==> src/rtl/core/tsa_pkg.sv <==
// ----------------------------------------------------------------------------
// tsa_pkg
// Types and codes shared by the timed slot allocator modules.
// ----------------------------------------------------------------------------
package tsa_pkg;

   localparam logic [1:0] CMD_ADD    = 2'd0;
   localparam logic [1:0] CMD_REMOVE = 2'd1;
   localparam logic [1:0] CMD_TICK   = 2'd2;
   localparam logic [1:0] CMD_READ   = 2'd3;

   localparam logic [22:0] AGE_MAX = 23'h7F_FFFF;

   typedef struct packed {
      logic [1:0]         command;
      logic [7:0]         slot_handle;
      logic [31:0]        payload_in;
      logic signed [23:0] lifetime_in;
      logic [22:0]        start_age;
      logic [15:0]        elapsed;
   } req_type;

   typedef struct packed {
      logic        ok;
      logic [7:0]  result_handle;
      logic [31:0] payload_out;
      logic [22:0] age_out;
      logic [8:0]  live_count;
   } rsp_type;

   typedef struct packed {
      logic               valid;
      logic signed [23:0] lifetime;
      logic [22:0]        age;
      logic [31:0]        payload;
   } slot_entry_type;

   typedef enum logic [2:0] {
      ST_IDLE,
      ST_DECODE,
      ST_POP,
      ST_LOOKUP,
      ST_TICK,
      ST_FINISH
   } state_type;

   typedef enum logic [3:0] {
      OP_NONE,
      OP_CAPTURE,
      OP_POP_READ,
      OP_ADD_STACK,
      OP_ADD_HIGH,
      OP_FAIL,
      OP_LOOKUP_READ,
      OP_REMOVE,
      OP_READ_OUT,
      OP_TICK_START,
      OP_TICK_STEP,
      OP_TICK_DONE,
      OP_LOAD_RSP
   } dp_op_type;

   typedef struct packed {
      dp_op_type op;
   } ctrl_type;

   typedef struct packed {
      logic [1:0] command;
      logic       free_empty;
      logic       table_full;
      logic       handle_in_range;
      logic       table_empty;
      logic       tick_last;
      logic       rsp_free;
   } status_type;

endpackage

==> src/rtl/core/tsa_controller.sv <==
// ----------------------------------------------------------------------------
// tsa_controller
// Sequencer that steps one command at a time through the datapath.
// ----------------------------------------------------------------------------
module tsa_controller (
   input  logic                clock,
   input  logic                reset,
   input  logic                req_valid,
   output logic                req_ready,
   input  tsa_pkg::status_type status,
   output tsa_pkg::ctrl_type   ctrl
);

   tsa_pkg::state_type state_ff, state_in;

   always_ff @(posedge clock) begin
      if (reset) begin
         state_ff <= tsa_pkg::ST_IDLE;
      end else begin
         state_ff <= state_in;
      end
   end

   // Next state
   always_comb begin
      state_in = state_ff;
      case (state_ff)
         tsa_pkg::ST_IDLE: begin
            if (req_valid) state_in = tsa_pkg::ST_DECODE;
         end
         tsa_pkg::ST_DECODE: begin
            case (status.command)
               tsa_pkg::CMD_ADD: begin
                  state_in = status.free_empty ? tsa_pkg::ST_FINISH : tsa_pkg::ST_POP;
               end
               tsa_pkg::CMD_REMOVE, tsa_pkg::CMD_READ: begin
                  state_in = status.handle_in_range ? tsa_pkg::ST_LOOKUP
                                                    : tsa_pkg::ST_FINISH;
               end
               default: begin
                  state_in = status.table_empty ? tsa_pkg::ST_FINISH : tsa_pkg::ST_TICK;
               end
            endcase
         end
         tsa_pkg::ST_POP, tsa_pkg::ST_LOOKUP: begin
            state_in = tsa_pkg::ST_FINISH;
         end
         tsa_pkg::ST_TICK: begin
            if (status.tick_last) state_in = tsa_pkg::ST_FINISH;
         end
         tsa_pkg::ST_FINISH: begin
            if (status.rsp_free) state_in = tsa_pkg::ST_IDLE;
         end
         default: begin
            state_in = tsa_pkg::ST_IDLE;
         end
      endcase
   end

   // Outputs
   always_comb begin
      ctrl.op   = tsa_pkg::OP_NONE;
      req_ready = 1'b0;
      case (state_ff)
         tsa_pkg::ST_IDLE: begin
            req_ready = 1'b1;
            if (req_valid) ctrl.op = tsa_pkg::OP_CAPTURE;
         end
         tsa_pkg::ST_DECODE: begin
            case (status.command)
               tsa_pkg::CMD_ADD: begin
                  if (!status.free_empty) begin
                     ctrl.op = tsa_pkg::OP_POP_READ;
                  end else if (!status.table_full) begin
                     ctrl.op = tsa_pkg::OP_ADD_HIGH;
                  end else begin
                     ctrl.op = tsa_pkg::OP_FAIL;
                  end
               end
               tsa_pkg::CMD_REMOVE, tsa_pkg::CMD_READ: begin
                  ctrl.op = status.handle_in_range ? tsa_pkg::OP_LOOKUP_READ
                                                   : tsa_pkg::OP_FAIL;
               end
               default: begin
                  ctrl.op = status.table_empty ? tsa_pkg::OP_TICK_DONE
                                               : tsa_pkg::OP_TICK_START;
               end
            endcase
         end
         tsa_pkg::ST_POP: begin
            ctrl.op = tsa_pkg::OP_ADD_STACK;
         end
         tsa_pkg::ST_LOOKUP: begin
            ctrl.op = (status.command == tsa_pkg::CMD_REMOVE) ? tsa_pkg::OP_REMOVE
                                                             : tsa_pkg::OP_READ_OUT;
         end
         tsa_pkg::ST_TICK: begin
            ctrl.op = tsa_pkg::OP_TICK_STEP;
         end
         tsa_pkg::ST_FINISH: begin
            if (status.rsp_free) ctrl.op = tsa_pkg::OP_LOAD_RSP;
         end
         default: begin
         end
      endcase
   end

endmodule

==> config.mk <==
export PLATFORM = sky130hd
export DESIGN_NAME = tsa_controller
export DESIGN_NICKNAME = d
export VERILOG_FILES = /design/src/rtl/core/tsa_pkg.sv /design/src/rtl/core/tsa_controller.sv
export SDC_FILE = /design/constraint.sdc
export NUM_CORES = 1
export LEC_CHECK = 0
export BUFFER_PORTS_ARGS = -buffer_cell sky130_fd_sc_hd__buf_4
export CAP_MARGIN = 5
export CORE_AREA = 2 2 39 41
export DETAILED_ROUTE_END_ITERATION = 16
export DIE_AREA = 0 0 41 43
export PLACE_DENSITY = 0.55
export SLEW_MARGIN = 0
export SYNTH_ARGS = -nofsm -noshare
export SYNTH_HDL_FRONTEND = slang
export SYNTH_SLANG_ARGS = --single-unit
==> constraint.sdc <==
create_clock -name clock -period 1.3 [get_ports clock]
set_input_delay 0.26 -clock clock [delete_from_list [all_inputs] [get_ports clock]]
set_output_delay 0.26 -clock clock [all_outputs]
set_load 0.05 [all_outputs]
==> run_results.csv <==
group,metric,value,unit
outcome,status,"finished with violations",
outcome,failed_checks,"negative setup slack",
sta,hold_slack,0.217,ns
sta,tightest_slew,0.286,ns
global_routing,track_usage,15.9,%
sta,fin_worst_skew,0.00668,ns
layout,largest_reg_flops,3,
critical_path,crit_chain,"or2_4, a211o_1, o221ai_4, buf_6",
synth,synth.net_count,61,
critical_path,endpoint_kind,"output port",
synth,syn_area_per_cell,7.38,µm²
sta,post-route-period-util,132,%
critical_path,critPathMaxFanout,4,
sta,finalSetupViolCount,7,
sta,max_freq,583,MHz
hold_path,min_path_cells,2,
power_and_ir_drop,p_per_area,1280,nW/µm²
critical_path,r2r_setup_slack,-0.16,ns
layout,reg_top3,"state_ff: 3 flops",
power_and_ir_drop,ir_worst_vdd,0.000603,V
sta,relSlewSlack,80.8,%
synth,ys_top_cells_by_area,"dfxtp_1 (16%), a21oi_1 (5.4%), nand2b_1 (5.1%), nor2_1 (5.1%), a211o_1 (4.7%)",
clock_network,cts_max_path_buffers,2,
hold_path,hold_path.class,"input port to flop",
hold_path,min_to,"state_ff[1]",
global_routing,grt-ovfl-total,0,
hold_path,hold_start,"reset",
detailed_routing,wl_per_cell,12.7,µm
global_routing,top_usage_layer,"met2",
clock_network,clock_latency,0.24,ns
placement,place.port_buffers,15,
layout,n_antenna_cell,0,
clock_network,clk_pin_slew,0.04,ns
synth,yosysTopAreaCell,"dfxtp_1",
power_and_ir_drop,finalPower,1040,µW
synth,yosys_warnings,0,
layout,drive_gt1_share,63.6,%
die,coreArea,1380,µm²
layout,nets,100,
layout,areaGrowthSynthToFinish,122,%
detailed_routing,wl,1320,µm
die,fp-row-count,14,
die,die_height,43,µm
global_routing,grt_max_degree,8,
sta,min_period,1.71,ns
detailed_routing,routed_via_density,4.97,
detailed_routing,antenna_left,0,
critical_path,r2r_end,"state_ff[0]",
clock_network,clock_sinks,3,
placement,gp_congestion,0.704,
synth,postSynthCellCount,50,
critical_path,rr_startpoint,"state_ff[1]",
placement,place_hpwl,953,µm
die,die-area,1760,µm²
die,start_util,26.7,%
critical_path,cp_slowest_cell,"dfxtp_2",
sta,worst_slack,-0.414,ns
global_routing,antenna_found_initial,0,
global_routing,gr-usage-met3,0,%
critical_path,arrival,1.45,ns
detailed_routing,drc_errors,0,
synth,synth_top_cell_area_share,16.3,%
layout,utilization,59.1,%
synth,yosys.cell_types.count,28,
clock_network,root_buffer,"clkbuf_4",
power_and_ir_drop,leakage,0.000356,µW
detailed_routing,dr.pass1.iters,4,
global_routing,grtUsageMet1,21.2,%
die,top_level_ports,16,
critical_path,r2r_cells,7,
job,cap_violations,0,
global_routing,grt_pass1_wl,1940,µm
clock_network,cts_buffers,3,
clock_network,htreeDepth,1,
critical_path,startpoint_type,"flop",
sta,rsz0062_at_grt,"true",
critical_path,cp.required,1.04,ns
die,die-width,41,µm
critical_path,critPathKind,"flop to output port",
sta,maxSlewViolCount,0,
global_routing,grt_pass1_vias,487,
clock_network,cts_tree,"done",
sta,hold_viol_final,0,
critical_path,cp_slowest_stage_delay,0.34,ns
layout,top_register,"state_ff",
sta,fin_tns_setup,-1.95,ns
global_routing,global_route.usage.met2,24.4,%
synth,syn_area,369,µm²
placement,dp_slack,-0.210,ns
detailed_routing,num_vias,517,
synth,ys_seq_area_share,16.3,%
synth,ys_ff_latch,3,
detailed_routing,initialDrtViolationCount,2,
==> cells in the final DEF (no fill, tap or decap), types with 3 or more instances in the layout <==
cell type | synthesis | layout
buf_4 | 2 | 28
buf_6 | 1 | 9
inv_1 | 4 | 4
nor2_1 | 5 | 4
a21oi_1 | 4 | 3
clkbuf_4 | 0 | 3
==> worst max-delay path by stage <==
stage / cells past startpoint / from / endpoint / slack, ns
floorplan: 4 / state_ff[1] / ctrl[0] / -0.32
global placement: 5 / status[7] / ctrl[0] / -0.21
detailed placement: 5 / status[7] / ctrl[0] / -0.21
CTS: 4 / state_ff[1] / ctrl[1] / -0.41
global route: 4 / state_ff[1] / ctrl[1] / -0.45
finish: 4 / state_ff[1] / ctrl[1] / -0.41
==> power breakdown <==
part | total (µW) | internal, µW | switching, µW
registers | 116 | 106 | 9.43
logic | 756 | 368 | 388
clock network | 171 | 116 | 55.9
total | 1040 | 590 | 454
==> final cells by class <==
class | instances | area (µm²)
fill | 135 | 566
multi-input combinational | 39 | 369
timing repair buffer | 38 | 327
sequential | 3 | 61.3
clock buffer | 4 | 26.3
tap | 16 | 20.0
inverter | 4 | 15.0
==> through the flow <==
step,cell area (µm²),std cells
detailed placement,668,96
global placement,668,96
floorplan,428,50
global route,818,104
finish,818,104
CTS,754,103
==> repair_timing <==
| action | in CTS | in global routing |
|---|---|---|
| gates resized for setup | 11 | 10 |
| setup endpoints to repair | 5 | 7 |
| pin swaps | 2 | 5 |
| buffers inserted | 3 | 1 |
| cloned | 0 | 0 |
| hold buffers | 0 | 0 |
==> kinds of logic (layout without fill, tap and decap cells) <==
logic type             after synthesis  after routing  synth area share [%]
buffers and inverters                8             46                  12.5
and+or+nand+nor                     19             19                  29.2
AOI/OAI and AO/OA                   20             20                  42.0
DFF                                  3              3                  16.3
==> critical path: cells and delay by family (launching register included) <==
family | cells | cell delay [ns]
buf+inv | 1 | 0.18
flops | 1 | 0.34
compound gates | 2 | 0.46
simple gates | 1 | 0.23
==> routing by layer <==
metal	vias to the layer above	part of all wire [%]	routed length (µm)
met4	0	0.61	8
met1	241	43	569
met5	-	0	0
li1	262	-	-
met3	2	4.1	54
met2	12	52	685
==> cell usage after synthesis, drive strengths merged <==
library cell,number
inv,4
a311oi,1
nor2b,2
buf,4
nor3,2
o221ai,2
and3b,1
a21o,2
a211oi,3
nand2,1
nor2,5
nand2b,3
o22ai,1
or2,2
or2b,1
a21oi,4
a211o,2
a221oi,1
o31a,1
o311ai,1
nor4,2
o21ai,2
dfxtp,3
Note: power is estimated with default switching activity, not from simulation.
